===== src/dmrd_pkg.sv =====
// -----------------------------------------------------------------------------
// dmrd_pkg
// Shared widths, operation and pulse codes, and the command set that passes
// from the row compare logic to the output stage.
// -----------------------------------------------------------------------------
`default_nettype none

package dmrd_pkg;

   localparam int ROW_W     = 4;
   localparam int PAT_W     = 32;
   localparam int KIND_W    = 2;
   localparam int ROW_SLOTS = 16;   // rows addressable by a 4-bit row index

   // operation codes
   localparam logic OP_DIFF = 1'b0;
   localparam logic OP_FULL = 1'b1;

   // pulse kinds
   localparam logic [KIND_W-1:0] KIND_OFF  = 2'd0;
   localparam logic [KIND_W-1:0] KIND_ON   = 2'd1;
   localparam logic [KIND_W-1:0] KIND_BOTH = 2'd2;

   // up to two drive commands caused by one item
   typedef struct packed {
      logic              row_ok;        // row in range: store gets updated
      logic [PAT_W-1:0]  store_data;    // masked new row
      logic [ROW_W-1:0]  row;
      logic              first_valid;
      logic [PAT_W-1:0]  first_pat;
      logic [KIND_W-1:0] first_kind;
      logic              first_last;
      logic              second_valid;  // always an on pulse, always last
      logic [PAT_W-1:0]  second_pat;
   } cmd_set_type;

endpackage

`default_nettype wire


===== src/dmrd_req_if.sv =====
// -----------------------------------------------------------------------------
// dmrd_req_if
// Request channel: one row update per item.
// -----------------------------------------------------------------------------
`default_nettype none

interface dmrd_req_if;
   import dmrd_pkg::*;

   logic             valid;
   logic             ready;
   logic             operation;
   logic [ROW_W-1:0] row_index;
   logic [PAT_W-1:0] new_row;

   modport source (output valid, output operation, output row_index, output new_row,
                   input ready);
   modport sink   (input valid, input operation, input row_index, input new_row,
                   output ready);
endinterface

`default_nettype wire


===== src/dmrd_rsp_if.sv =====
// -----------------------------------------------------------------------------
// dmrd_rsp_if
// Response channel: one drive command per item.
// -----------------------------------------------------------------------------
`default_nettype none

interface dmrd_rsp_if;
   import dmrd_pkg::*;

   logic              valid;
   logic              ready;
   logic [ROW_W-1:0]  drive_row;
   logic [PAT_W-1:0]  column_pattern;
   logic [KIND_W-1:0] pulse_kind;
   logic              last;

   modport source (output valid, output drive_row, output column_pattern,
                   output pulse_kind, output last, input ready);
   modport sink   (input valid, input drive_row, input column_pattern,
                   input pulse_kind, input last, output ready);
endinterface

`default_nettype wire


===== src/dmrd_row_store.sv =====
// -----------------------------------------------------------------------------
// dmrd_row_store
// Pattern currently shown, one word per row. Cleared by reset.
// -----------------------------------------------------------------------------
`default_nettype none

module dmrd_row_store (
   input  wire logic                      clock,
   input  wire logic                      reset,
   input  wire logic [dmrd_pkg::ROW_W-1:0] rd_addr,
   output logic      [dmrd_pkg::PAT_W-1:0] rd_data,
   input  wire logic                      wr_en,
   input  wire logic [dmrd_pkg::ROW_W-1:0] wr_addr,
   input  wire logic [dmrd_pkg::PAT_W-1:0] wr_data
);
   import dmrd_pkg::*;

   logic [PAT_W-1:0] rows_ff [ROW_SLOTS];

   assign rd_data = rows_ff[rd_addr];

   always_ff @(posedge clock) begin
      if (reset) begin
         for (int i = 0; i < ROW_SLOTS; i++) begin
            rows_ff[i] <= '0;
         end
      end else if (wr_en) begin
         rows_ff[wr_addr] <= wr_data;
      end
   end
endmodule

`default_nettype wire


===== src/dmrd_diff.sv =====
// -----------------------------------------------------------------------------
// dmrd_diff
// Compares the new row with the shown row and builds the drive commands.
// -----------------------------------------------------------------------------
`default_nettype none

module dmrd_diff #(
   parameter int ROWS = 16,
   parameter int COLS = 32
) (
   input  wire logic                      operation,
   input  wire logic [dmrd_pkg::ROW_W-1:0] row_index,
   input  wire logic [dmrd_pkg::PAT_W-1:0] new_row,
   input  wire logic [dmrd_pkg::PAT_W-1:0] old_row,
   output dmrd_pkg::cmd_set_type          cmds
);
   import dmrd_pkg::*;

   localparam logic [PAT_W-1:0] COL_MASK =
      (COLS >= PAT_W) ? {PAT_W{1'b1}} : PAT_W'((64'd1 << COLS) - 64'd1);
   localparam logic [8:0] ROWS_L = 9'(ROWS);

   logic [PAT_W-1:0] nw;
   logic [PAT_W-1:0] off_bits;
   logic [PAT_W-1:0] on_bits;
   logic             any_off;
   logic             any_on;

   always_comb begin
      nw       = new_row & COL_MASK;
      off_bits = old_row & ~nw & COL_MASK;
      on_bits  = ~old_row & nw & COL_MASK;
      any_off  = |off_bits;
      any_on   = |on_bits;

      cmds              = '0;
      cmds.row          = row_index;
      cmds.store_data   = nw;
      cmds.second_pat   = on_bits;
      cmds.row_ok       = {5'd0, row_index} < ROWS_L;

      if (cmds.row_ok) begin
         if (operation == OP_FULL) begin
            cmds.first_valid = 1'b1;
            cmds.first_pat   = nw;
            cmds.first_kind  = KIND_BOTH;
            cmds.first_last  = 1'b1;
         end else if (any_off) begin
            // off mask is active low
            cmds.first_valid  = 1'b1;
            cmds.first_pat    = ~off_bits;
            cmds.first_kind   = KIND_OFF;
            cmds.first_last   = ~any_on;
            cmds.second_valid = any_on;
         end else if (any_on) begin
            cmds.first_valid = 1'b1;
            cmds.first_pat   = on_bits;
            cmds.first_kind  = KIND_ON;
            cmds.first_last  = 1'b1;
         end
      end
   end
endmodule

`default_nettype wire


===== src/dmrd_cmd_out.sv =====
// -----------------------------------------------------------------------------
// dmrd_cmd_out
// Output register plus one pending on-pulse slot for two-command items.
// -----------------------------------------------------------------------------
`default_nettype none

module dmrd_cmd_out (
   input  wire logic                 clock,
   input  wire logic                 reset,
   input  wire logic                 load,
   input  wire dmrd_pkg::cmd_set_type cmds,
   output logic                      free,
   dmrd_rsp_if.source                rsp_if
);
   import dmrd_pkg::*;

   logic              out_valid_ff, out_valid_in;
   logic [ROW_W-1:0]  out_row_ff, out_row_in;
   logic [PAT_W-1:0]  out_pat_ff, out_pat_in;
   logic [KIND_W-1:0] out_kind_ff, out_kind_in;
   logic              out_last_ff, out_last_in;
   logic              pend_valid_ff, pend_valid_in;
   logic [PAT_W-1:0]  pend_pat_ff, pend_pat_in;
   logic              fire;

   assign fire = out_valid_ff && rsp_if.ready;
   assign free = !out_valid_ff || (rsp_if.ready && !pend_valid_ff);

   always_comb begin
      out_valid_in  = out_valid_ff;
      out_row_in    = out_row_ff;
      out_pat_in    = out_pat_ff;
      out_kind_in   = out_kind_ff;
      out_last_in   = out_last_ff;
      pend_valid_in = pend_valid_ff;
      pend_pat_in   = pend_pat_ff;
      if (load) begin
         out_valid_in  = 1'b1;
         out_row_in    = cmds.row;
         out_pat_in    = cmds.first_pat;
         out_kind_in   = cmds.first_kind;
         out_last_in   = cmds.first_last;
         pend_valid_in = cmds.second_valid;
         pend_pat_in   = cmds.second_pat;
      end else if (fire) begin
         if (pend_valid_ff) begin
            out_pat_in    = pend_pat_ff;
            out_kind_in   = KIND_ON;
            out_last_in   = 1'b1;
            pend_valid_in = 1'b0;
         end else begin
            out_valid_in = 1'b0;
         end
      end
   end

   always_ff @(posedge clock) begin
      if (reset) begin
         out_valid_ff  <= 1'b0;
         pend_valid_ff <= 1'b0;
      end else begin
         out_valid_ff  <= out_valid_in;
         pend_valid_ff <= pend_valid_in;
      end
      out_row_ff  <= out_row_in;
      out_pat_ff  <= out_pat_in;
      out_kind_ff <= out_kind_in;
      out_last_ff <= out_last_in;
      pend_pat_ff <= pend_pat_in;
   end

   assign rsp_if.valid          = out_valid_ff;
   assign rsp_if.drive_row      = out_row_ff;
   assign rsp_if.column_pattern = out_pat_ff;
   assign rsp_if.pulse_kind     = out_kind_ff;
   assign rsp_if.last           = out_last_ff;
endmodule

`default_nettype wire


===== src/dot_matrix_row_diff_refresh.sv =====
// -----------------------------------------------------------------------------
// dot_matrix_row_diff_refresh
// Row refresh for a flip-dot style display: keeps the shown pattern per row
// and turns each row update into off/on drive commands.
// -----------------------------------------------------------------------------
//
//  channel   dir  handshake      payload
//  --------  ---  -------------  ---------------------------------------------
//  req_if    in   valid/ready    operation, row_index, new_row
//  rsp_if    out  valid/ready    drive_row, column_pattern, pulse_kind, last
//
//  An accepted item sits in the input register, where the shown row is read,
//  compared and written back; its commands then load the output register.
//  Full redisplays stream at one item per cycle while rsp_if stays ready; a
//  differential update that both clears and sets pixels holds up the next
//  command-bearing item while the single output register drains its pending
//  on pulse. Synchronous reset clears the shown pattern and all valid flags.
//  A stalled rsp_if holds the output register and then the input register;
//  items with no commands pass through regardless.
// -----------------------------------------------------------------------------
`default_nettype none

module dot_matrix_row_diff_refresh #(
   parameter int ROWS = 16,
   parameter int COLS = 32
) (
   input  wire logic  clock,
   input  wire logic  reset,
   dmrd_req_if.sink   req_if,
   dmrd_rsp_if.source rsp_if
);
   import dmrd_pkg::*;

   // input register
   logic             s1_valid_ff, s1_valid_in;
   logic             s1_op_ff, s1_op_in;
   logic [ROW_W-1:0] s1_row_ff, s1_row_in;
   logic [PAT_W-1:0] s1_new_ff, s1_new_in;

   logic             req_fire;
   logic             s1_advance;
   logic             out_free;
   logic [PAT_W-1:0] old_row;
   cmd_set_type      cmds;

   // an item leaves the input register once its commands have a place to go
   assign s1_advance    = s1_valid_ff && (!cmds.first_valid || out_free);
   assign req_if.ready  = !s1_valid_ff || s1_advance;
   assign req_fire      = req_if.valid && req_if.ready;

   always_comb begin
      s1_valid_in = s1_valid_ff;
      s1_op_in    = s1_op_ff;
      s1_row_in   = s1_row_ff;
      s1_new_in   = s1_new_ff;
      if (req_fire) begin
         s1_valid_in = 1'b1;
         s1_op_in    = req_if.operation;
         s1_row_in   = req_if.row_index;
         s1_new_in   = req_if.new_row;
      end else if (s1_advance) begin
         s1_valid_in = 1'b0;
      end
   end

   always_ff @(posedge clock) begin
      if (reset) begin
         s1_valid_ff <= 1'b0;
      end else begin
         s1_valid_ff <= s1_valid_in;
      end
      s1_op_ff  <= s1_op_in;
      s1_row_ff <= s1_row_in;
      s1_new_ff <= s1_new_in;
   end

   // read and write back in the same cycle, so the next item sees this update
   dmrd_row_store u_store (
      .clock   (clock),
      .reset   (reset),
      .rd_addr (s1_row_ff),
      .rd_data (old_row),
      .wr_en   (s1_advance && cmds.row_ok),
      .wr_addr (s1_row_ff),
      .wr_data (cmds.store_data)
   );

   dmrd_diff #(
      .ROWS (ROWS),
      .COLS (COLS)
   ) u_diff (
      .operation (s1_op_ff),
      .row_index (s1_row_ff),
      .new_row   (s1_new_ff),
      .old_row   (old_row),
      .cmds      (cmds)
   );

   dmrd_cmd_out u_out (
      .clock  (clock),
      .reset  (reset),
      .load   (s1_advance && cmds.first_valid),
      .cmds   (cmds),
      .free   (out_free),
      .rsp_if (rsp_if)
   );
endmodule

`default_nettype wire


===== src/flat_wrapper.sv =====
// flat-port wrapper written by rule: the top's interface ports become plain ports
module dot_matrix_row_diff_refresh_flat import dmrd_pkg::*;
#(
   parameter int ROWS = 16,
   parameter int COLS = 32
)
  (clock, reset, req_if_valid, req_if_operation, req_if_row_index, req_if_new_row, req_if_ready, rsp_if_valid, rsp_if_drive_row, rsp_if_column_pattern, rsp_if_pulse_kind, rsp_if_last, rsp_if_ready);
  dmrd_req_if req_if_i ();
  dmrd_rsp_if rsp_if_i ();
  input  wire logic clock;
  input  wire logic reset;
  input wire logic [$bits(req_if_i.valid)-1:0] req_if_valid;
  input wire logic [$bits(req_if_i.operation)-1:0] req_if_operation;
  input wire logic [$bits(req_if_i.row_index)-1:0] req_if_row_index;
  input wire logic [$bits(req_if_i.new_row)-1:0] req_if_new_row;
  output wire logic [$bits(req_if_i.ready)-1:0] req_if_ready;
  output wire logic [$bits(rsp_if_i.valid)-1:0] rsp_if_valid;
  output wire logic [$bits(rsp_if_i.drive_row)-1:0] rsp_if_drive_row;
  output wire logic [$bits(rsp_if_i.column_pattern)-1:0] rsp_if_column_pattern;
  output wire logic [$bits(rsp_if_i.pulse_kind)-1:0] rsp_if_pulse_kind;
  output wire logic [$bits(rsp_if_i.last)-1:0] rsp_if_last;
  input wire logic [$bits(rsp_if_i.ready)-1:0] rsp_if_ready;
  assign req_if_i.valid = req_if_valid;
  assign req_if_i.operation = req_if_operation;
  assign req_if_i.row_index = req_if_row_index;
  assign req_if_i.new_row = req_if_new_row;
  assign req_if_ready = req_if_i.ready;
  assign rsp_if_valid = rsp_if_i.valid;
  assign rsp_if_drive_row = rsp_if_i.drive_row;
  assign rsp_if_column_pattern = rsp_if_i.column_pattern;
  assign rsp_if_pulse_kind = rsp_if_i.pulse_kind;
  assign rsp_if_last = rsp_if_i.last;
  assign rsp_if_i.ready = rsp_if_ready;
  dot_matrix_row_diff_refresh #(.ROWS(ROWS), .COLS(COLS)) u_core (.clock(clock), .reset(reset), .req_if(req_if_i), .rsp_if(rsp_if_i));
endmodule

===== config.mk =====
export PLATFORM = sky130hd
export DESIGN_NAME = dot_matrix_row_diff_refresh_flat
export DESIGN_NICKNAME = d
export VERILOG_FILES = /design/src/dmrd_pkg.sv /design/src/dmrd_req_if.sv /design/src/dmrd_rsp_if.sv /design/src/dmrd_row_store.sv /design/src/dmrd_diff.sv /design/src/dmrd_cmd_out.sv /design/src/dot_matrix_row_diff_refresh.sv /design/src/flat_wrapper.sv
export SDC_FILE = /design/constraint.sdc
export NUM_CORES = 1
export LEC_CHECK = 0
export BUFFER_PORTS_ARGS = -buffer_cell sky130_fd_sc_hd__buf_2
export CAP_MARGIN = 10
export CORE_ASPECT_RATIO = 2
export CORE_MARGIN = 3
export CORE_UTILIZATION = 45
export DETAILED_ROUTE_END_ITERATION = 6
export SYNTH_ARGS = -nofsm -noshare
export SYNTH_HDL_FRONTEND = slang
export SYNTH_SLANG_ARGS = --single-unit

===== constraint.sdc =====
create_clock -name clock -period 6.25 [get_ports clock]
set_input_delay 1.5625 -clock clock [delete_from_list [all_inputs] [get_ports clock]]
set_output_delay 1.5625 -clock clock [all_outputs]
set_load 0.1 [all_outputs]

==> results.yml <==
outcome:
  status: "finished with violations"
  violations: "design-rule violations"
place:
  portBuffers: 81
  hpwl_um: 60800
  gp_routability_congestion: 0.962
timing:
  clock_skew_ns: 0.0216
  slew_violations: 0
  setup_viol: 0
  post-route-min-period_ns: 6.15
  fin_crit_sh_pct: 98.4
  rsz0062_at_grt: "false"
  tightest_slew_ns: 1.05
  max_freq_mhz: 163
  tns_ns: 0
  hold_violations: 0
  max_slew_margin_pct: 30.2
clocking:
  hold_buffers: 0
  clock_latency_ns: 0.62
  cts_inserted_buffers: 53
  root_buffer: "clkbuf_16"
  htree_levels: 2
  max-clock-path-buffers: 3
  clkTransAtPathRegs_ns: 0.07
  tritoncts: "built"
  clock-sinks: 627
layout:
  nFillCells: 5298
  antenna_cells: 0
  seq_area_um2: 18800
  multi_input_area_um2: 9050
  final_nets: 2197
  drive_gt1_share_pct: 20.7
  syn_to_final_growth_pct: 12.7
  fin_util_pct: 51.2
critical_path:
  start_kind: "register"
  rr_endpoint: "u_core.u_store.rows_ff[8][11]"
  r2r_setup_slack_ns: 0.86
  cp.arrival_ns: 4.59
  worstPathMaxFanout: 8
  cp-end-kind: "primary output"
  cp_data_required_time_ns: 4.69
  reg2reg_depth: 18
  critical_path_class: "reg2out"
yosys:
  synth_nets: 2164
  synth-seq-cells: 627
  synth_fa_ha_area_share_pct: 0.440
  synthArstFlopShare_pct: 0
  synth_edf_count: 620
  synth_simple_gate_area_share_pct: 14.4
  synth-compound-area-share_pct: 4.79
  synth_xor_area_share_pct: 0
  synth.distinct_cells: 64
  synth_flop_cell: "edfxtp_1"
  yosysWarnings: 0
  ys_seq_area_share_pct: 64.7
  yosys-mux-area-fraction_pct: 11.3
  synth_cells: 2120
  netlist_area_um2: 29000
  avgSynthCellArea_um2: 13.7
  synth_top_family_by_area: "simple AND/OR/NAND/NOR gates"
pwr:
  vdd_drop_max_mv: 0.205
  seqPwrFrac_pct: 50.3
  internal-power_mw: 7.16
  switchingPower_mw: 2.57
  pwr-share-clk_pct: 35.8
  p_sw_share_pct: 26.4
  pwr-share-comb_pct: 13.8
  power_leakage_nw: 11.2
  pwr_density_cell_nw_per_um2: 298
routing:
  firstDrtPassIters: 7
  wire_per_inst_um: 31.9
  routed_wl_um: 95700
  vias: 19725
  via_per_inst: 6.58
  drc: 2
  ant_nets: 0
  drt_iter0_drc: 2020
global_routing:
  grt_pass1_wl_um: 137000
  track_usage_pct: 28.0
  gr-total-overflow: 0
  antenna_found_initial: 0
  grt_pass1_vias: 20102
  grt_max_degree: 117
run:
  max_cap_violations: 0
worst_hold_path:
  min_path_type: "reg2reg"
  min_from: "u_core.u_out.pend_pat_ff[15]"
  hold_depth: 2
  hold_end: "u_core.u_out.rsp_if.column_pattern[15]"
floorplanning:
  core-area_um2: 63800
  rows: 131
  die_w_um: 185
  die_h_um: 365
  dieArea_um2: 67700
  io_pins: 82
  start_util_pct: 45.5
## cells in the final DEF, fill, tap and decap left out, drive strengths merged, types with 6 or more instances in the layout
| cell | netlist | routed |
|---|---|---|
| edfxtp | 620 | 620 |
| o22ai | 12 | 12 |
| mux2i | 66 | 66 |
| or2 | 17 | 17 |
| a22oi | 33 | 33 |
| clkinv | 24 | 43 |
| bufinv | 0 | 6 |
| nor2 | 77 | 77 |
| maj3 | 9 | 9 |
| a31oi | 10 | 10 |
| nor3 | 364 | 364 |
| mux2 | 20 | 20 |
| a21oi | 38 | 38 |
| inv | 20 | 21 |
| o21ai | 59 | 59 |
| a22o | 6 | 6 |
| and2 | 82 | 82 |
| nand2b | 8 | 8 |
| a2bb2oi | 9 | 9 |
| clkbuf | 177 | 74 |
| nand3 | 23 | 23 |
| buf | 50 | 203 |
| mux4 | 104 | 104 |
| a221oi | 7 | 7 |
| nand2 | 104 | 104 |
| dfxtp | 7 | 7 |
| nor4 | 123 | 123 |
## layer usage
layer / part of all wire (%) / global-route usage (%) / vias up
met5: 0 / 0 / -
met4: 7.7 / 18.2 / 0
met3: 6.9 / 3.55 / 320
met2: 51 / 48.6 / 1091
met1: 34 / 32.5 / 9997
li1: - / - / 8317
## cell type report
class,count,area share (%)
clock inverters,28,0.881
flip-flops and latches,627,57.5
inverters,44,0.506
clock buffers,72,4.59
repair buffers,205,5.75
multi-input cells,1222,27.7
well taps,798,3.06
## sequential cells by signal, summed over array words and instances, names as in the netlist, 2 cells and up, named ones only
name                                count
u_core.s1_new_ff                       32
u_core.u_out.rsp_if.drive_row           4
u_core.u_out.rsp_if.pulse_kind          2
u_core.s1_row_ff                        4
u_core.u_out.rsp_if.column_pattern     32
u_core.u_out.pend_pat_ff               32
u_core.u_store.rows_ff                512
## how the worst max path moves through the flow
stage | depth (start not counted) | from | slack [ns] | to
after floorplan | 20 | register | 0.43 | register
after global placement | 16 | register | 0.66 | req_if_ready
after detailed placement | 14 | register | 0.68 | req_if_ready
after CTS | 14 | register | 0.02 | req_if_ready
after global routing | 17 | register | 0.03 | req_if_ready
final | 17 | register | 0.1 | req_if_ready
## synth_stat cells (all sizes together), types with 8 or more instances
master,instances,share of area [%]
a21oi,38,0.66
a22oi,33,0.85
a2bb2oi,9,0.27
a31oi,10,0.22
and2,82,1.8
buf,50,1.5
clkbuf,177,2.3
clkinv,24,0.31
edfxtp,620,64
inv,20,0.26
maj3,9,0.31
mux2,20,0.78
mux2i,66,2.3
mux4,104,8.2
nand2,104,1.4
nand2b,8,0.17
nand3,23,0.40
nor2,77,1.0
nor3,364,6.3
nor4,123,2.7
o21ai,59,1.1
o22ai,12,0.26
or2,17,0.37
## worst max-delay path: stages, from the launching register on
cell	delay (ns)
dfxtp_4	0.45
buf_16	0.16
buf_12	0.15
mux4_2	0.57
mux2i_1	0.36
a21oi_1	0.22
nor2_1	0.19
or3_1	0.32
nor4_1	0.08
buf_4	0.16
and4_1	0.20
and2_1	0.14
ha_1	0.20
inv_1	0.19
nor2_1	0.08
nor2_2	0.20
nand2_2	0.11
buf_12	0.18
## kinds of logic after synthesis
kind of cell	count (synthesis)
AO/OA/AOI/OAI	206
adder cells (fa/ha/maj)	12
buffers and inverters	271
flip-flops	627
multiplexers	190
AND/OR/NAND/NOR	814
## power groups by stage
stage / logic (mW) / clock network [mW] / registers, mW
after floorplan: 0.712 / 0 / 5.05
after global placement: 1.28 / 0 / 4.98
after detailed placement: 1.29 / 0 / 4.99
after CTS: 1.29 / 3.52 / 4.90
after global routing: 1.40 / 3.67 / 4.91
final: 1.35 / 3.49 / 4.90
## metrics by stage
stage | hold WS [ns] | power, mW | worst slack, ns | cell area (um2) | instances
after global routing | 0.558 | 9.97 | 0.0271 | 32700 | 2996
final | 0.545 | 9.73 | 0.0993 | 32700 | 2996
after global placement | 0.516 | 6.26 | 0.657 | 30700 | 2887
after CTS | 0.551 | 9.71 | 0.0179 | 32400 | 2987
after floorplan | 0.424 | 5.76 | 0.426 | 29000 | 2120
after detailed placement | 0.526 | 6.28 | 0.677 | 30700 | 2887
## repair_timing
item                                    CTS  global route
pin swaps                                 1             2
resized for setup                         0            14
endpoints found under the hold margin     0             0
endpoints found under the setup margin    1             1
buffers inserted                          0             7
gates cloned                              0             2
No activity file was read; power rests on OpenSTA's default activity.
